**src/hw/rtl/cbmi_pkg.sv**
```systemverilog
// Shared types and constants for the cartridge bank mapper with IRQ counter.
// No dependencies; used by cbmi_map and cartridge_bank_mapper_irq_core.
`timescale 1ns / 1ps
`default_nettype none

package cbmi_pkg;

    // default bank counts of the attached ROMs
    localparam int PRG_BANKS_DEF = 64;
    localparam int CHR_BANKS_DEF = 256;

    localparam int CMD_W      = 3;
    localparam int ADDR_W     = 16;
    localparam int DATA_W     = 8;
    localparam int TGT_W      = 3;
    localparam int IDX_W      = 19;
    localparam int PRG_BANK_W = 6;
    localparam int CHR_BANK_W = 8;
    localparam int COUNT_W    = 15;
    localparam int NUM_SLOTS  = 3;
    localparam int NUM_WIN    = 12;

    // bus commands
    localparam logic [CMD_W-1:0] CMD_CPU_RD = 3'd0;
    localparam logic [CMD_W-1:0] CMD_CPU_WR = 3'd1;
    localparam logic [CMD_W-1:0] CMD_PPU_RD = 3'd2;
    localparam logic [CMD_W-1:0] CMD_PPU_WR = 3'd3;
    localparam logic [CMD_W-1:0] CMD_TICK   = 3'd4;

    // result targets
    localparam logic [TGT_W-1:0] TGT_NONE  = 3'd0;
    localparam logic [TGT_W-1:0] TGT_REG   = 3'd1;
    localparam logic [TGT_W-1:0] TGT_PRG   = 3'd2;
    localparam logic [TGT_W-1:0] TGT_RAM   = 3'd3;
    localparam logic [TGT_W-1:0] TGT_CHR   = 3'd4;
    localparam logic [TGT_W-1:0] TGT_NTRAM = 3'd5;

    typedef struct packed {
        logic [CMD_W-1:0]  cmd;
        logic [ADDR_W-1:0] bus_addr;
        logic [DATA_W-1:0] wr_data;
    } item_t;

    typedef struct packed {
        logic [TGT_W-1:0]  target;
        logic [IDX_W-1:0]  mem_index;
        logic              mem_write;
        logic [DATA_W-1:0] read_byte;
        logic              irq_line;
    } result_t;

endpackage

`default_nettype wire

```
**src/hw/rtl/cartridge_bank_mapper_irq_core.sv**
```systemverilog
// Top level of the cartridge bank mapper: stream ports, input stage and result register.
// Depends on cbmi_pkg and cbmi_map.
`timescale 1ns / 1ps
`default_nettype none

// Channel   Dir  tdata                                          tuser
// s_axis    in   [15:0] bus_addr, [23:16] wr_data               [2:0] cmd
// m_axis    out  [18:0] mem_index, [19] mem_write,              [2:0] target
//                [27:20] read_byte, [28] irq_line, [31:29] zero
//
// One word per cycle while m_axis_tready stays high; m_axis_tvalid is registered.
// The decode, bank lookup and counter update sit between the input stage register
// and the result register, and mapper state is committed as a word moves across.
// rst_n clears the valid flags and all mapper state (banks, windows, IRQ counter).
// A stalled result holds in the output register; an empty input stage takes one more
// word, then s_axis_tready stays low until m_axis_tready returns.

module cartridge_bank_mapper_irq_core #(
    parameter int PRG_BANKS = cbmi_pkg::PRG_BANKS_DEF,
    parameter int CHR_BANKS = cbmi_pkg::CHR_BANKS_DEF
) (
    input  wire logic        clk,
    input  wire logic        rst_n,

    input  wire logic        s_axis_tvalid,
    output logic             s_axis_tready,
    input  wire logic [23:0] s_axis_tdata,   // [15:0] bus_addr, [23:16] wr_data
    input  wire logic [2:0]  s_axis_tuser,   // [2:0] cmd

    output logic             m_axis_tvalid,
    input  wire logic        m_axis_tready,
    output logic [31:0]      m_axis_tdata,   // [18:0] mem_index, [19] mem_write,
                                             // [27:20] read_byte, [28] irq_line
    output logic [2:0]       m_axis_tuser    // [2:0] target
);

    logic              in_valid_reg, in_valid_next;
    cbmi_pkg::item_t   in_item_reg;
    logic              out_valid_reg, out_valid_next;
    cbmi_pkg::result_t out_result_reg;
    cbmi_pkg::result_t result;
    logic              accept;
    logic              advance;

    // a word moves into the result register when there is room there
    assign advance       = in_valid_reg && (!out_valid_reg || m_axis_tready);
    assign s_axis_tready = !in_valid_reg || advance;
    assign accept        = s_axis_tvalid && s_axis_tready;

    always_comb
    begin
        in_valid_next  = accept || (in_valid_reg && !advance);
        out_valid_next = advance || (out_valid_reg && !m_axis_tready);
    end

    cbmi_map #(
        .PRG_BANKS (PRG_BANKS),
        .CHR_BANKS (CHR_BANKS)
    ) u_map (
        .clk    (clk),
        .rst_n  (rst_n),
        .step   (advance),
        .item   (in_item_reg),
        .result (result)
    );

    always_ff @(posedge clk or negedge rst_n)
    begin
        if (!rst_n)
        begin
            in_valid_reg  <= 1'b0;
            out_valid_reg <= 1'b0;
        end
        else
        begin
            in_valid_reg  <= in_valid_next;
            out_valid_reg <= out_valid_next;
        end
    end

    // payload registers, no reset
    always_ff @(posedge clk)
    begin
        if (accept)
        begin
            in_item_reg.cmd      <= s_axis_tuser;
            in_item_reg.bus_addr <= s_axis_tdata[15:0];
            in_item_reg.wr_data  <= s_axis_tdata[23:16];
        end
        if (advance)
        begin
            out_result_reg <= result;
        end
    end

    assign m_axis_tvalid = out_valid_reg;
    assign m_axis_tuser  = out_result_reg.target;
    assign m_axis_tdata  = {3'b000,
                            out_result_reg.irq_line,
                            out_result_reg.read_byte,
                            out_result_reg.mem_write,
                            out_result_reg.mem_index};

`ifndef NO_ASSERTIONS
    a_stage_kept: assert property (@(posedge clk) disable iff (!rst_n)
        in_valid_reg && !advance |=> in_valid_reg)
        else $error("input stage word dropped");

    a_advance_fills_output: assert property (@(posedge clk) disable iff (!rst_n)
        advance |=> out_valid_reg)
        else $error("result lost on transfer");

    a_index_zero_no_mem: assert property (@(posedge clk) disable iff (!rst_n)
        out_valid_reg && (out_result_reg.target == cbmi_pkg::TGT_NONE ||
                          out_result_reg.target == cbmi_pkg::TGT_REG)
        |-> out_result_reg.mem_index == '0 && !out_result_reg.mem_write)
        else $error("memory index or write on non-memory result");
`endif

endmodule

`default_nettype wire

```
**src/hw/rtl/cbmi_map.sv**
```systemverilog
// Mapper state (banks, windows, IRQ counter) and the combinational decode of one word.
// Depends on cbmi_pkg.
`timescale 1ns / 1ps
`default_nettype none

module cbmi_map #(
    parameter int PRG_BANKS = cbmi_pkg::PRG_BANKS_DEF,
    parameter int CHR_BANKS = cbmi_pkg::CHR_BANKS_DEF
) (
    input  wire logic             clk,
    input  wire logic             rst_n,
    input  wire logic             step,     // commit this word's state effects
    input  wire cbmi_pkg::item_t  item,
    output cbmi_pkg::result_t     result
);

    localparam logic [1:0] SRC_CHR   = 2'd0;
    localparam logic [1:0] SRC_NT_LO = 2'd1;
    localparam logic [1:0] SRC_NT_HI = 2'd2;
    localparam logic [1:0] SRC_NONE  = 2'd3;

    localparam int PRG_ENTRIES = 2 ** cbmi_pkg::PRG_BANK_W;
    localparam int CHR_ENTRIES = 2 ** cbmi_pkg::CHR_BANK_W;
    localparam logic [cbmi_pkg::COUNT_W-1:0] COUNT_MAX = 15'h7FFF;
    localparam logic [cbmi_pkg::DATA_W-1:0]  NT_SELECT = 8'hE0;

    // bank number modulo ROM size, folded at elaboration
    logic [cbmi_pkg::PRG_BANK_W-1:0] prg_mod [PRG_ENTRIES];
    logic [cbmi_pkg::CHR_BANK_W-1:0] chr_mod [CHR_ENTRIES];

    for (genvar i = 0; i < PRG_ENTRIES; i++) begin : g_prg_mod
        assign prg_mod[i] = cbmi_pkg::PRG_BANK_W'(i % PRG_BANKS);
    end
    for (genvar i = 0; i < CHR_ENTRIES; i++) begin : g_chr_mod
        assign chr_mod[i] = cbmi_pkg::CHR_BANK_W'(i % CHR_BANKS);
    end

    logic [cbmi_pkg::COUNT_W-1:0]    irq_count_reg, irq_count_next;
    logic                            irq_enable_reg, irq_enable_next;
    logic                            irq_pending_reg, irq_pending_next;
    logic                            nt_low_ok_reg, nt_low_ok_next;
    logic                            nt_high_ok_reg, nt_high_ok_next;
    logic [cbmi_pkg::PRG_BANK_W-1:0] prg_bank_reg [cbmi_pkg::NUM_SLOTS];
    logic [cbmi_pkg::PRG_BANK_W-1:0] prg_bank_next [cbmi_pkg::NUM_SLOTS];
    logic [cbmi_pkg::CHR_BANK_W-1:0] chr_bank_reg [cbmi_pkg::NUM_WIN];
    logic [cbmi_pkg::CHR_BANK_W-1:0] chr_bank_next [cbmi_pkg::NUM_WIN];
    logic [1:0]                      win_src_reg [cbmi_pkg::NUM_WIN];
    logic [1:0]                      win_src_next [cbmi_pkg::NUM_WIN];

    logic [cbmi_pkg::ADDR_W-1:0]     a;
    logic [cbmi_pkg::DATA_W-1:0]     d;
    logic [3:0]                      cpu_win;
    logic [3:0]                      ppu_win;
    logic                            ppu_in;
    logic                            win_ok;
    logic [1:0]                      src;
    logic [cbmi_pkg::PRG_BANK_W-1:0] prg_sel;

    assign a       = item.bus_addr;
    assign d       = item.wr_data;
    assign cpu_win = a[14:11];
    assign ppu_win = a[13:10];
    assign ppu_in  = (a < 16'h3000);
    assign src     = ppu_in ? win_src_reg[ppu_win] : SRC_NONE;
    assign win_ok  = (cpu_win < 4'd4) ? nt_low_ok_reg
                   : (cpu_win < 4'd8) ? nt_high_ok_reg : 1'b1;

    always_comb
    begin
        case (a[14:13])
            2'd0:    prg_sel = prg_bank_reg[0];
            2'd1:    prg_sel = prg_bank_reg[1];
            2'd2:    prg_sel = prg_bank_reg[2];
            default: prg_sel = cbmi_pkg::PRG_BANK_W'(PRG_BANKS - 1);
        endcase
    end

    always_comb
    begin
        irq_count_next   = irq_count_reg;
        irq_enable_next  = irq_enable_reg;
        irq_pending_next = irq_pending_reg;
        nt_low_ok_next   = nt_low_ok_reg;
        nt_high_ok_next  = nt_high_ok_reg;
        prg_bank_next    = prg_bank_reg;
        chr_bank_next    = chr_bank_reg;
        win_src_next     = win_src_reg;

        result.target    = cbmi_pkg::TGT_NONE;
        result.mem_index = '0;
        result.mem_write = 1'b0;
        result.read_byte = '0;

        case (item.cmd)
            cbmi_pkg::CMD_CPU_RD:
            begin
                if (a inside {[16'h5000:16'h57FF]})
                begin
                    result.target    = cbmi_pkg::TGT_REG;
                    result.read_byte = irq_count_reg[7:0];
                end
                else if (a inside {[16'h5800:16'h5FFF]})
                begin
                    result.target    = cbmi_pkg::TGT_REG;
                    result.read_byte = {irq_enable_reg, irq_count_reg[14:8]};
                end
                else if (a inside {[16'h6000:16'h7FFF]})
                begin
                    result.target    = cbmi_pkg::TGT_RAM;
                    result.mem_index = cbmi_pkg::IDX_W'(a[12:0]);
                end
                else if (a[15])
                begin
                    result.target    = cbmi_pkg::TGT_PRG;
                    result.mem_index = {prg_mod[prg_sel], a[12:0]};
                end
            end
            cbmi_pkg::CMD_CPU_WR:
            begin
                result.target = cbmi_pkg::TGT_REG;
                if (a inside {[16'h5000:16'h57FF]})
                begin
                    irq_count_next   = {irq_count_reg[14:8], d};
                    irq_pending_next = 1'b0;
                end
                else if (a inside {[16'h5800:16'h5FFF]})
                begin
                    irq_count_next   = {d[6:0], irq_count_reg[7:0]};
                    irq_enable_next  = d[7];
                    irq_pending_next = 1'b0;
                end
                else if (a inside {[16'h6000:16'h7FFF]})
                begin
                    result.target    = cbmi_pkg::TGT_RAM;
                    result.mem_index = cbmi_pkg::IDX_W'(a[12:0]);
                    result.mem_write = 1'b1;
                end
                else if (a inside {[16'h8000:16'hDFFF]})
                begin
                    // window index is 0..11 over this range
                    if (d >= NT_SELECT && win_ok)
                    begin
                        win_src_next[cpu_win] = d[0] ? SRC_NT_HI : SRC_NT_LO;
                    end
                    else
                    begin
                        win_src_next[cpu_win]  = SRC_CHR;
                        chr_bank_next[cpu_win] = d;
                    end
                end
                else if (a inside {[16'hE000:16'hE7FF]})
                begin
                    prg_bank_next[0] = d[5:0];
                end
                else if (a inside {[16'hE800:16'hEFFF]})
                begin
                    prg_bank_next[1] = d[5:0];
                    nt_high_ok_next  = ~d[6];
                    nt_low_ok_next   = ~d[7];
                end
                else if (a inside {[16'hF000:16'hF7FF]})
                begin
                    prg_bank_next[2] = d[5:0];
                end
                else
                begin
                    result.target = cbmi_pkg::TGT_NONE;
                end
            end
            cbmi_pkg::CMD_PPU_RD, cbmi_pkg::CMD_PPU_WR:
            begin
                case (src)
                    SRC_CHR:
                    begin
                        if (item.cmd == cbmi_pkg::CMD_PPU_RD)
                        begin
                            result.target    = cbmi_pkg::TGT_CHR;
                            result.mem_index = cbmi_pkg::IDX_W'(
                                {chr_mod[chr_bank_reg[ppu_win]], a[9:0]});
                        end
                    end
                    SRC_NT_LO, SRC_NT_HI:
                    begin
                        result.target    = cbmi_pkg::TGT_NTRAM;
                        result.mem_index = cbmi_pkg::IDX_W'({src == SRC_NT_HI, a[9:0]});
                        result.mem_write = (item.cmd == cbmi_pkg::CMD_PPU_WR);
                    end
                    default:
                    begin
                        if (item.cmd == cbmi_pkg::CMD_PPU_RD)
                        begin
                            result.read_byte = 8'hFF;
                        end
                    end
                endcase
            end
            cbmi_pkg::CMD_TICK:
            begin
                if (irq_enable_reg)
                begin
                    if (irq_count_reg == COUNT_MAX)
                    begin
                        irq_pending_next = 1'b1;
                    end
                    else
                    begin
                        irq_count_next = irq_count_reg + 15'd1;
                    end
                end
            end
            default:
            begin
                result.target = cbmi_pkg::TGT_NONE;
            end
        endcase

        result.irq_line = irq_pending_next;
    end

    always_ff @(posedge clk or negedge rst_n)
    begin
        if (!rst_n)
        begin
            irq_count_reg   <= '0;
            irq_enable_reg  <= 1'b0;
            irq_pending_reg <= 1'b0;
            nt_low_ok_reg   <= 1'b0;
            nt_high_ok_reg  <= 1'b0;
            for (int i = 0; i < cbmi_pkg::NUM_SLOTS; i++)
            begin
                prg_bank_reg[i] <= '0;
            end
            for (int i = 0; i < cbmi_pkg::NUM_WIN; i++)
            begin
                chr_bank_reg[i] <= '0;
                win_src_reg[i]  <= SRC_CHR;
            end
        end
        else if (step)
        begin
            irq_count_reg   <= irq_count_next;
            irq_enable_reg  <= irq_enable_next;
            irq_pending_reg <= irq_pending_next;
            nt_low_ok_reg   <= nt_low_ok_next;
            nt_high_ok_reg  <= nt_high_ok_next;
            prg_bank_reg    <= prg_bank_next;
            chr_bank_reg    <= chr_bank_next;
            win_src_reg     <= win_src_next;
        end
    end

`ifndef NO_ASSERTIONS
    a_pending_only_on_tick: assert property (@(posedge clk) disable iff (!rst_n)
        $rose(irq_pending_reg) |->
            $past(step && item.cmd == cbmi_pkg::CMD_TICK && irq_enable_reg))
        else $error("irq pending raised without an enabled tick");

    a_counter_write_clears: assert property (@(posedge clk) disable iff (!rst_n)
        step && item.cmd == cbmi_pkg::CMD_CPU_WR && a[15:12] == 4'h5 |=> !irq_pending_reg)
        else $error("counter write left irq pending");

    a_state_holds_idle: assert property (@(posedge clk) disable iff (!rst_n)
        !step |=> $stable(irq_count_reg) && $stable(irq_pending_reg))
        else $error("irq state changed without a word");
`endif

endmodule

`default_nettype wire

```
**config.mk**
```make
export PLATFORM = sky130hd
export DESIGN_NAME = cartridge_bank_mapper_irq_core
export DESIGN_NICKNAME = d
export VERILOG_FILES = /design/src/hw/rtl/cbmi_pkg.sv /design/src/hw/rtl/cartridge_bank_mapper_irq_core.sv /design/src/hw/rtl/cbmi_map.sv
export SDC_FILE = /design/constraint.sdc
export NUM_CORES = 1
export LEC_CHECK = 0
export ABC_AREA = 1
export BUFFER_PORTS_ARGS = -buffer_cell sky130_fd_sc_hd__buf_4
export CELL_PAD_IN_SITES_DETAIL_PLACEMENT = 2
export CELL_PAD_IN_SITES_GLOBAL_PLACEMENT = 2
export CORE_ASPECT_RATIO = 1.2
export CORE_UTILIZATION = 40
export DETAILED_ROUTE_END_ITERATION = 7
export GPL_ROUTABILITY_DRIVEN = 0
export PLACE_DENSITY_LB_ADDON = 0.05
export SLEW_MARGIN = 20
export SYNTH_ARGS = -nofsm -noshare
export SYNTH_HDL_FRONTEND = slang
export SYNTH_SLANG_ARGS = --single-unit
```
**constraint.sdc**
```tcl
create_clock -name clk -period 4.1 [get_ports clk]
set_input_delay 1.025 -clock clk [delete_from_list [all_inputs] [get_ports clk]]
set_output_delay 1.025 -clock clk [all_outputs]
set_load 0.01 [all_outputs]
```
After elaboration in Yosys (flattened, before gate mapping). Memories as Yosys holds them, arrays and structs flattened. Index checks and enable logic that the tools add are counted. Widths: inputs -> output; s select.

Add/subtract/negate cells: 1. Multipliers: 0. Divide/modulo/power cells: 0. $lt $le $gt $ge: 23. Eq/ne operators: 14. Shifts and indexed selects: 0. Muxes and demuxes: 57. Bitwise operators: 15. Reductions and logical operators: 36.

Operators by type and width (number): $bwmux 96 (1); $mux 8 (9); $ge 16x16->1 const B (4); $le 16x16->1 const B (4); $mux 15 (4); $pmux 19 s3 (1); $ge 16x15->1 const B (3); $le 16x15->1 const B (3); $mux 23 (2); $pmux 22 s2 (1); $mux 21 (2); $mux 19 (2); $bmux 8 s4 (1); $demux 8 s4 (1); $pmux 15 s2 (1); $and 24x24->24 (1); $bwmux 24 (1); $mux 24 (1); $not 24->24 (1); $mux 22 (1); $mux 3 (6); $pmux 6 s3 (1); $lt 16x14->1 const B (1); $pmux 8 s2 (1); other kinds (42) (93).

Register bits: 218. Latch bits: 0. RAM bits: 0. Memory bits (read-only): 2432. Output and inout port bits: 37. Memories kept: 2.

Memories: (no name shown) (words 256, width 8, read ports 1, clocked after Yosys merged registers in 0, write ports 0, RTL line cbmi_map.sv:179) `{chr_mod[chr_bank_reg[ppu_win]], a[9:0]});`; (no name shown) (words 64, width 6, read ports 1, clocked after Yosys merged registers in 0, write ports 0, RTL line cbmi_map.sv:115) `result.mem_index = {prg_mod[prg_sel], a[12:0]};`.

Longest topological paths before layout. Gate-level depths: netlist of the first run.

Depth after elaboration: 11. Mapped depth: 19. Gate-level depth less buffers: 17.

Modules after synthesis. From an unflattened synthesis of the first run, not the netlist that was laid out.

Cells, all modules: 1214. Area total of the unflattened synthesis: 10373.7 um2.

Modules (own cells, without submodules): cbmi_map (instances 1, cells an instance 1139, area an instance 8480.6 um2); cartridge_bank_mapper_irq_core (instances 1, cells an instance 75, area an instance 1893.1 um2).

Least setup slack after synthesis of the first run. OpenSTA, ideal clock, no wires.

Path kind: input-to-reg. Start: in m_axis_tready. End: reg out_result_reg (netlist bit m_axis_tdata[0]), enable pin. Library setup time: 0.409 ns. Arrival time: 2.444 ns. Path slack: 1.246 ns. Stages on the path: 5. Path through: inv_1 > nand2_1 > nand2_1 > inv_1 > clkbuf_1.

Word-level cells in the longest chain between the ends: 2.

RTL lines: from (decl) (RTL line cartridge_bank_mapper_irq_core.sv:31) `input wire logic m_axis_tready,`; $logic_or 1x1->1 (RTL line cartridge_bank_mapper_irq_core.sv:46) `assign advance = in_valid_reg && (!out_valid_reg || m_axis_tready);`; $logic_and 1x1->1 (RTL line cartridge_bank_mapper_irq_core.sv:46); net advance (RTL line cartridge_bank_mapper_irq_core.sv:43) `logic advance;`; to (signal assigned) (RTL line cartridge_bank_mapper_irq_core.sv:92) `out_result_reg <= result;`; to (decl) (RTL line cartridge_bank_mapper_irq_core.sv:40) `cbmi_pkg::result_t out_result_reg;`.

The timed path passes the listed nets, and every way through them passes these cells. A chain may end at the register's enable or synchronous reset.

Worst setup path after layout of the first run.
Start: reg in_item_reg[18] (netlist bit). End: reg out_result_reg (netlist bit m_axis_tdata[0]) (data pin).

Word-level cells in the longest chain between the ends: 9.

RTL lines: from (decl) (RTL line cartridge_bank_mapper_irq_core.sv:38) `cbmi_pkg::item_t in_item_reg;`; branches (longest 8 deep; another with $lt 16x14->1); $pmux 19 s3 (*) (RTL line cbmi_map.sv:94) `case (item.cmd)`.

Mark *: on every way between the ends. The select of a mux whose other input is x is not followed.

==> flow_metrics.py, run 1 <==
metrics = {
    "cts": {
        "ctsHoldBuffers": 0,
        "cts-root-buf": "clkbuf_16",
        "cts.sinks": 218,
        "numCtsBuffers": 25,
        "htree_levels": 1,
        "tritoncts": "done",
        "clk_pin_slew_worst_paths_ps": 60,
        "clockBufferDepth": 3,
        "clock_latency_ps": 530,
        "post_cts_resized": 0,
        "post_cts_buffers": 0,
    },
    "logic_synthesis": {
        "syn_inst": 1212,
        "synth.top_cell.area_share": 0.384,
        "synth_edf_count": 59,
        "async_reset_ff_frac": 0.729,
        "synth.area.top_cells": "dfrtp_1, edfxtp_1, nand2_1",
        "yosys_warnings": 0,
        "synth_largest_area_cell": "dfrtp_1",
        "synth_seq_area_share": 0.554,
        "avgSynthCellArea_sq_um": 8.56,
        "ys.flop_type": "dfrtp_1",
        "ys_types": 39,
        "ys_ff_latch": 218,
        "netlist_area_sq_um": 10400,
        "synth_common_cells": "nand2_1, dfrtp_1, o21ai_0",
        "synth.most_common_cell": "nand2_1",
    },
    "cells_and_area": {
        "largest_reg_flops": 96,
        "layout.cells.non_filler": 1609,
        "fin_util": 0.467,
        "nFillCells": 2872,
        "diodes": 0,
        "fin_nets": 1295,
        "area_delta_synth_final_pct": 14.7,
        "drive_gt1_frac": 0.123,
    },
    "floorplanning": {
        "fp.dieH_um": 178,
        "rows": 64,
        "die-width_um": 149,
        "die_area_sq_um": 26600,
        "pin_count": 68,
        "initial_core_util": 0.407,
        "fp.coreArea_sq_um": 25500,
    },
    "worst_setup_path": {
        "path_cells": "inv_2 -> nand2_1 -> nand3_1 -> nand2_1 -> nand2_1 -> nand2_1 -> inv_1 -> nand2_1 -> inv_1 -> ha_1 -> inv_1 -> nor2_1 -> inv_1 -> a21oi_1 -> nor2_1 -> nor2_1",
        "r2r_slack_ps": 810,
        "crit_path_max_fanout": 17,
        "crit_top_cell": "nand2_1",
        "criticalPathCategory": "register to register",
        "crit_path_max_incr_delay_ps": 700,
        "critPathSlowestCell": "edfxtp_1",
        "arrival_ps": 3530,
        "crit_required_ps": 4340,
        "path_buf_inv": 5,
        "cp_top_family": "simple AND/OR/NAND/NOR gates",
        "cp-end-kind": "register",
        "start_kind": "register",
    },
    "routing": {
        "viasPerCell": 5.46,
        "drt-initial-drc-count": 410,
        "firstDrtPassIters": 5,
        "routedWlPerCell_um": 22.5,
        "routed_wl_mm": 36.2,
        "vias": 8779,
        "drc": 0,
        "ant_nets": 0,
    },
    "timing": {
        "max-slew-margin-rel": 0.298,
        "skew_ps": 15.1,
        "slew_viol_final": 0,
        "setup_violations": 0,
        "fmax_ghz": 0.304,
        "final.period_utilization": 0.803,
        "min_period_ps": 3290,
        "holdWs_ps": 483,
        "tightest_slew_ps": 1050,
        "setup_tns_ps": 0,
        "grt_setup_unrepaired": "false",
        "final_hold_viol_count": 0,
    },
    "power": {
        "power_uw": 5250,
        "p_leak_uw": 0.00546,
        "peakVddDrop_v": 0.000275,
        "powerDensity_nw_per_um2": 441,
    },
    "run_status": {
        "status": "complete, no violations",
    },
    "grt": {
        "gr-total-overflow": 0,
        "grt_pass1_vias": 9875,
        "antenna_found_initial": 0,
        "grt_max_degree": 73,
        "grt_first_pass_wirelength_mm": 56.3,
        "grt.total_usage": 0.281,
    },
    "place": {
        "portBuffers": 64,
        "place_inst": 1563,
        "hpwl_mm": 24.6,
    },
    "min_path": {
        "hp-class": "register to register",
    },
    "flow_run": {
        "maxCapViolations": 0,
    },
}
metrics by stage:
stage               cell area (sq um)  setup slack [ps]
finish                          11900               809
global route                    11900               538
CTS                             11900               774
detailed placement              11100               827
global placement                11100              1070
floorplan                       10400              1250
cells by family after synthesis:
family | count (synthesis) | share of synthesized area
adder cells (fa/ha/maj) | 4 | 0.00482
AND/OR/NAND/NOR | 577 | 0.240
flip-flops | 218 | 0.554
other | 1 | 0.000361
buffers and inverters | 168 | 0.0712
AO/OA/AOI/OAI | 240 | 0.126
XOR/XNOR | 4 | 0.00338
cell usage in the layout (no fill, tap or decap), types with 6 or more instances in the layout:
master	synthesis	final
nand2_1	364	364
dfrtp_1	159	159
o21ai_0	145	145
inv_1	98	97
nand3_1	97	97
buf_4	5	81
nor2_1	70	70
edfxtp_1	59	59
o21ai_1	43	43
clkbuf_16	0	25
o211ai_1	20	20
a21oi_1	14	14
nand4_1	11	11
nor3_1	10	10
nand2_2	10	10
inv_2	5	6
nor3_4	6	6
cell type report:
type                            count  area (sq um)  share of cell area
Clock buffer                       34           699              0.0588
Clock inverter                     12           114             0.00957
Inverter                          104           390              0.0328
Multi-Input combinational cell    828          3890               0.327
Sequential cell                   218          5750               0.483
Tap cell                          330           413              0.0347
Timing Repair Buffer               83           639              0.0537
power by group:
part	internal [uW]	switching, uW
Clock	1320	920
Sequential	2370	106
Combinational	162	368
Total	3850	1390
metal layers:
| layer | vias up | track usage | part of all wire |
|---|---|---|---|
| met5 | - | 0 | 0 |
| met4 | 0 | 0.128 | 0.044 |
| met3 | 77 | 0.0366 | 0.031 |
| met2 | 129 | 0.528 | 0.54 |
| met1 | 4487 | 0.312 | 0.39 |
| li1 | 4086 | - | - |
worst reg2reg max path, stage by stage, from the launching register on:
cell	delay, ps
edfxtp_1	700
inv_2	280
nand2_1	160
nand3_1	80
nand2_1	80
nand2_1	50
nand2_1	60
inv_1	40
nand2_1	130
inv_1	70
ha_1	310
inv_1	80
nor2_1	70
inv_1	70
a21oi_1	90
nor2_1	580
nor2_1	160
path summary, 6_finish.rpt:
path                                   startpoint                      to  cells after the start
max reg2reg                       in_item_reg[18]         m_axis_tdata[0]                     16
min reg2reg                u_map.chr_bank_reg[43]  u_map.chr_bank_reg[43]                      2
max                               in_item_reg[18]         m_axis_tdata[0]                     16
min                        u_map.chr_bank_reg[43]  u_map.chr_bank_reg[43]                      2
max in group asynchronous                   rst_n  u_map.chr_bank_reg[91]                      2
min in group asynchronous                   rst_n  u_map.irq_count_reg[4]                      1
Power figures use the tool's default switching activity.
==> inputs of run 2 (changes only) <==
--- a/config.mk
+++ b/config.mk
@@ -5,12 +5,12 @@
 export SDC_FILE = /design/constraint.sdc
 export NUM_CORES = 1
 export LEC_CHECK = 0
-export ABC_AREA = 1
+export ABC_AREA = 0
 export BUFFER_PORTS_ARGS = -buffer_cell sky130_fd_sc_hd__buf_4
 export CELL_PAD_IN_SITES_DETAIL_PLACEMENT = 2
 export CELL_PAD_IN_SITES_GLOBAL_PLACEMENT = 2
 export CORE_ASPECT_RATIO = 1.2
-export CORE_UTILIZATION = 40
+export CORE_UTILIZATION = 43
 export DETAILED_ROUTE_END_ITERATION = 7
 export GPL_ROUTABILITY_DRIVEN = 0
 export PLACE_DENSITY_LB_ADDON = 0.05
==> constraint.sdc (replaced) <==
create_clock -name clk -period 3.1 [get_ports clk]
set_input_delay 0.775 -clock clk [delete_from_list [all_inputs] [get_ports clk]]
set_output_delay 0.775 -clock clk [all_outputs]
set_load 0.01 [all_outputs]
==> run 2 against run 1 <==
Via count decreased by 23%. Final cell count decreased by 28%. Synthesized area decreased by 3.4%. Power increased by 31%. Maximum frequency increased by 11%.
==> flow_metrics.py, run 2 <==
metrics = {
    "routing": {
        "top_layer_used": "met4",
        "drt-initial-drc-count": 243,
        "drc": 0,
        "routed_wl_mm": 29.5,
        "vias": 6757,
        "viasPerCell": 5.86,
        "ant_nets": 0,
        "routedWlPerCell_um": 25.6,
        "wl_met3_um": 959,
        "firstDrtPassIters": 6,
        "met2_length_mm": 16.1,
        "drt-met1-wl_mm": 11.6,
    },
    "cells_and_area": {
        "layout.cells.non_filler": 1154,
        "regArea_sq_um": 5750,
        "layout_commonest_cell": "dfrtp_1",
        "nFillCells": 2177,
        "drive_gt1_frac": 0.378,
        "fin_util": 0.521,
        "multi_input_area_sq_um": 4020,
        "layout_common_cells": "dfrtp_1, mux2_2, buf_4",
        "area_delta_synth_final_pct": 17.8,
        "diodes": 0,
        "largest_reg_flops": 96,
        "fin_nets": 862,
    },
    "timing": {
        "tightest_slew_ps": 1050,
        "fmax_ghz": 0.336,
        "min_period_ps": 2970,
        "setup_ws_ps": 126,
        "setup_tns_ps": 0,
        "final_hold_viol_count": 0,
        "skew_ps": 11.4,
        "final.period_utilization": 0.959,
        "grt_setup_unrepaired": "false",
        "max-slew-margin-rel": 0.296,
        "slew_viol_final": 0,
        "setup_violations": 0,
    },
    "cts": {
        "post_cts_buffers": 0,
        "clk_pin_slew_worst_paths_ps": 60,
        "cts-root-buf": "clkbuf_16",
        "htree_levels": 1,
        "numCtsBuffers": 25,
        "clockBufferDepth": 3,
        "clock_latency_ps": 520,
        "cts.sinks": 218,
        "tritoncts": "done",
    },
    "logic_synthesis": {
        "synth_largest_area_cell": "dfrtp_1",
        "synth_seq_area_share": 0.574,
        "yosys_warnings": 0,
        "synth.area.top_cells": "dfrtp_1, edfxtp_1, mux2_2",
        "ys.flop_type": "dfrtp_1",
        "synth.top_cell.area_share": 0.397,
        "netlist_area_sq_um": 10000,
        "synth_edf_count": 59,
        "synth_common_cells": "dfrtp_1, mux2_2, edfxtp_1",
        "ys_types": 55,
        "syn_inst": 745,
        "avgSynthCellArea_sq_um": 13.4,
        "ys_ff_latch": 218,
        "async_reset_ff_frac": 0.729,
        "synth.most_common_cell": "dfrtp_1",
    },
    "grt": {
        "grt_max_degree": 66,
        "antenna_found_initial": 0,
        "grt.total_usage": 0.256,
        "grt_first_pass_wirelength_mm": 46.0,
        "grt_pass1_vias": 7764,
        "gr-total-overflow": 0,
    },
    "power": {
        "powerDensity_nw_per_um2": 582,
        "p_leak_uw": 0.00513,
        "power_uw": 6870,
        "peakVddDrop_v": 0.000419,
    },
    "place": {
        "hpwl_mm": 19.8,
        "portBuffers": 64,
        "pre_cts_ws_ps": 47.2,
        "place_inst": 1110,
    },
    "floorplanning": {
        "die-width_um": 141,
        "die_area_sq_um": 23900,
        "fp.coreArea_sq_um": 22700,
        "fp.dieH_um": 169,
        "rows": 60,
        "initial_core_util": 0.442,
        "pin_count": 68,
    },
    "worst_setup_path": {
        "crit_path_max_fanout": 11,
        "cp_top_family": "multiplexers",
        "arrival_ps": 3240,
        "start_kind": "register",
        "cp-end-kind": "register",
        "path_depth": 10,
        "critPathSlowestCell": "mux4_2",
        "crit_required_ps": 3370,
        "r2r_cells": 10,
        "path_cells": "buf_6 -> mux4_2 -> mux2_2 -> o32a_1 -> inv_1 -> ha_1 -> a21oi_1 -> nor3_1 -> or2_2 -> and2_1",
        "path_buf_inv": 2,
        "crit_path_max_incr_delay_ps": 520,
        "criticalPathCategory": "register to register",
    },
    "min_path": {
        "hp-class": "primary input to async pin",
    },
    "flow_run": {
        "maxCapViolations": 0,
    },
    "run_status": {
        "status": "complete, no violations",
    },
}
[run 2: final timing paths]
check	startpoint	endpoint	slack (ps)
max	in_item_reg[18]	m_axis_tdata[6]	130
min reg2reg	u_map.win_src_reg[13]	u_map.win_src_reg[13]	490
min	rst_n	u_map.irq_count_reg[5]	200
min in group clk	s_axis_tdata[18]	in_item_reg[2]	430
max in group asynchronous	rst_n	u_map.chr_bank_reg[52]	2130
max reg2reg	in_item_reg[18]	m_axis_tdata[6]	130
[run 2: what timing repair did]
action | 4_1_cts | 5_1_grt
hold buffers | 0 | 0
endpoints found under the setup margin | 0 | 10
resized for setup | 0 | 2
[run 2: cells by family after synthesis]
kind of cell,count (synthesis),synth area share
buffers and inverters,61,0.0274
AND/OR/NAND/NOR,167,0.101
adder cells (fa/ha/maj),4,0.00500
other,1,0.000374
AO/OA/AOI/OAI,144,0.0914
multiplexers,150,0.201
flip-flops,218,0.574
[run 2: cell type report]
type / count / share of cell area
sequential: 218 / 0.487
multi-input combinational: 468 / 0.340
timing repair buffer: 100 / 0.0664
clock buffer: 33 / 0.0615
tap: 310 / 0.0329
clock inverter: 11 / 0.00731
inverter: 14 / 0.00445
[run 2: where the power goes]
part           total [uW]  internal (uW)  switching, uW
clock network        2910           1720           1190
logic                 621            284            337
registers            3330           3150            184
total                6870           5160           1710
[run 2: worst register-to-register path, delay by kind of cell, from the launching register on]
family	cells	cell delay, ps
AND/OR/NAND/NOR	3	650
buffers and inverters	2	300
adder cells (fa/ha/maj)	1	250
multiplexers	2	800
AO/OA/AOI/OAI	2	380
flip-flops	1	360
[run 2: metal layers]
metal / GRT usage / up-vias
met2: 0.485 / 135
met4: 0.0860 / 0
met1: 0.293 / 3627
met5: 0 / -
met3: 0.0347 / 58
li1: - / 2937
[run 2: per-stage QoR]
stage / cell area, sq um / hold slack, ps
global route: 11800 / 220
CTS: 11800 / 218
detailed placement: 11000 / 481
global placement: 11000 / 465
finish: 11800 / 205
floorplan: 10000 / 445
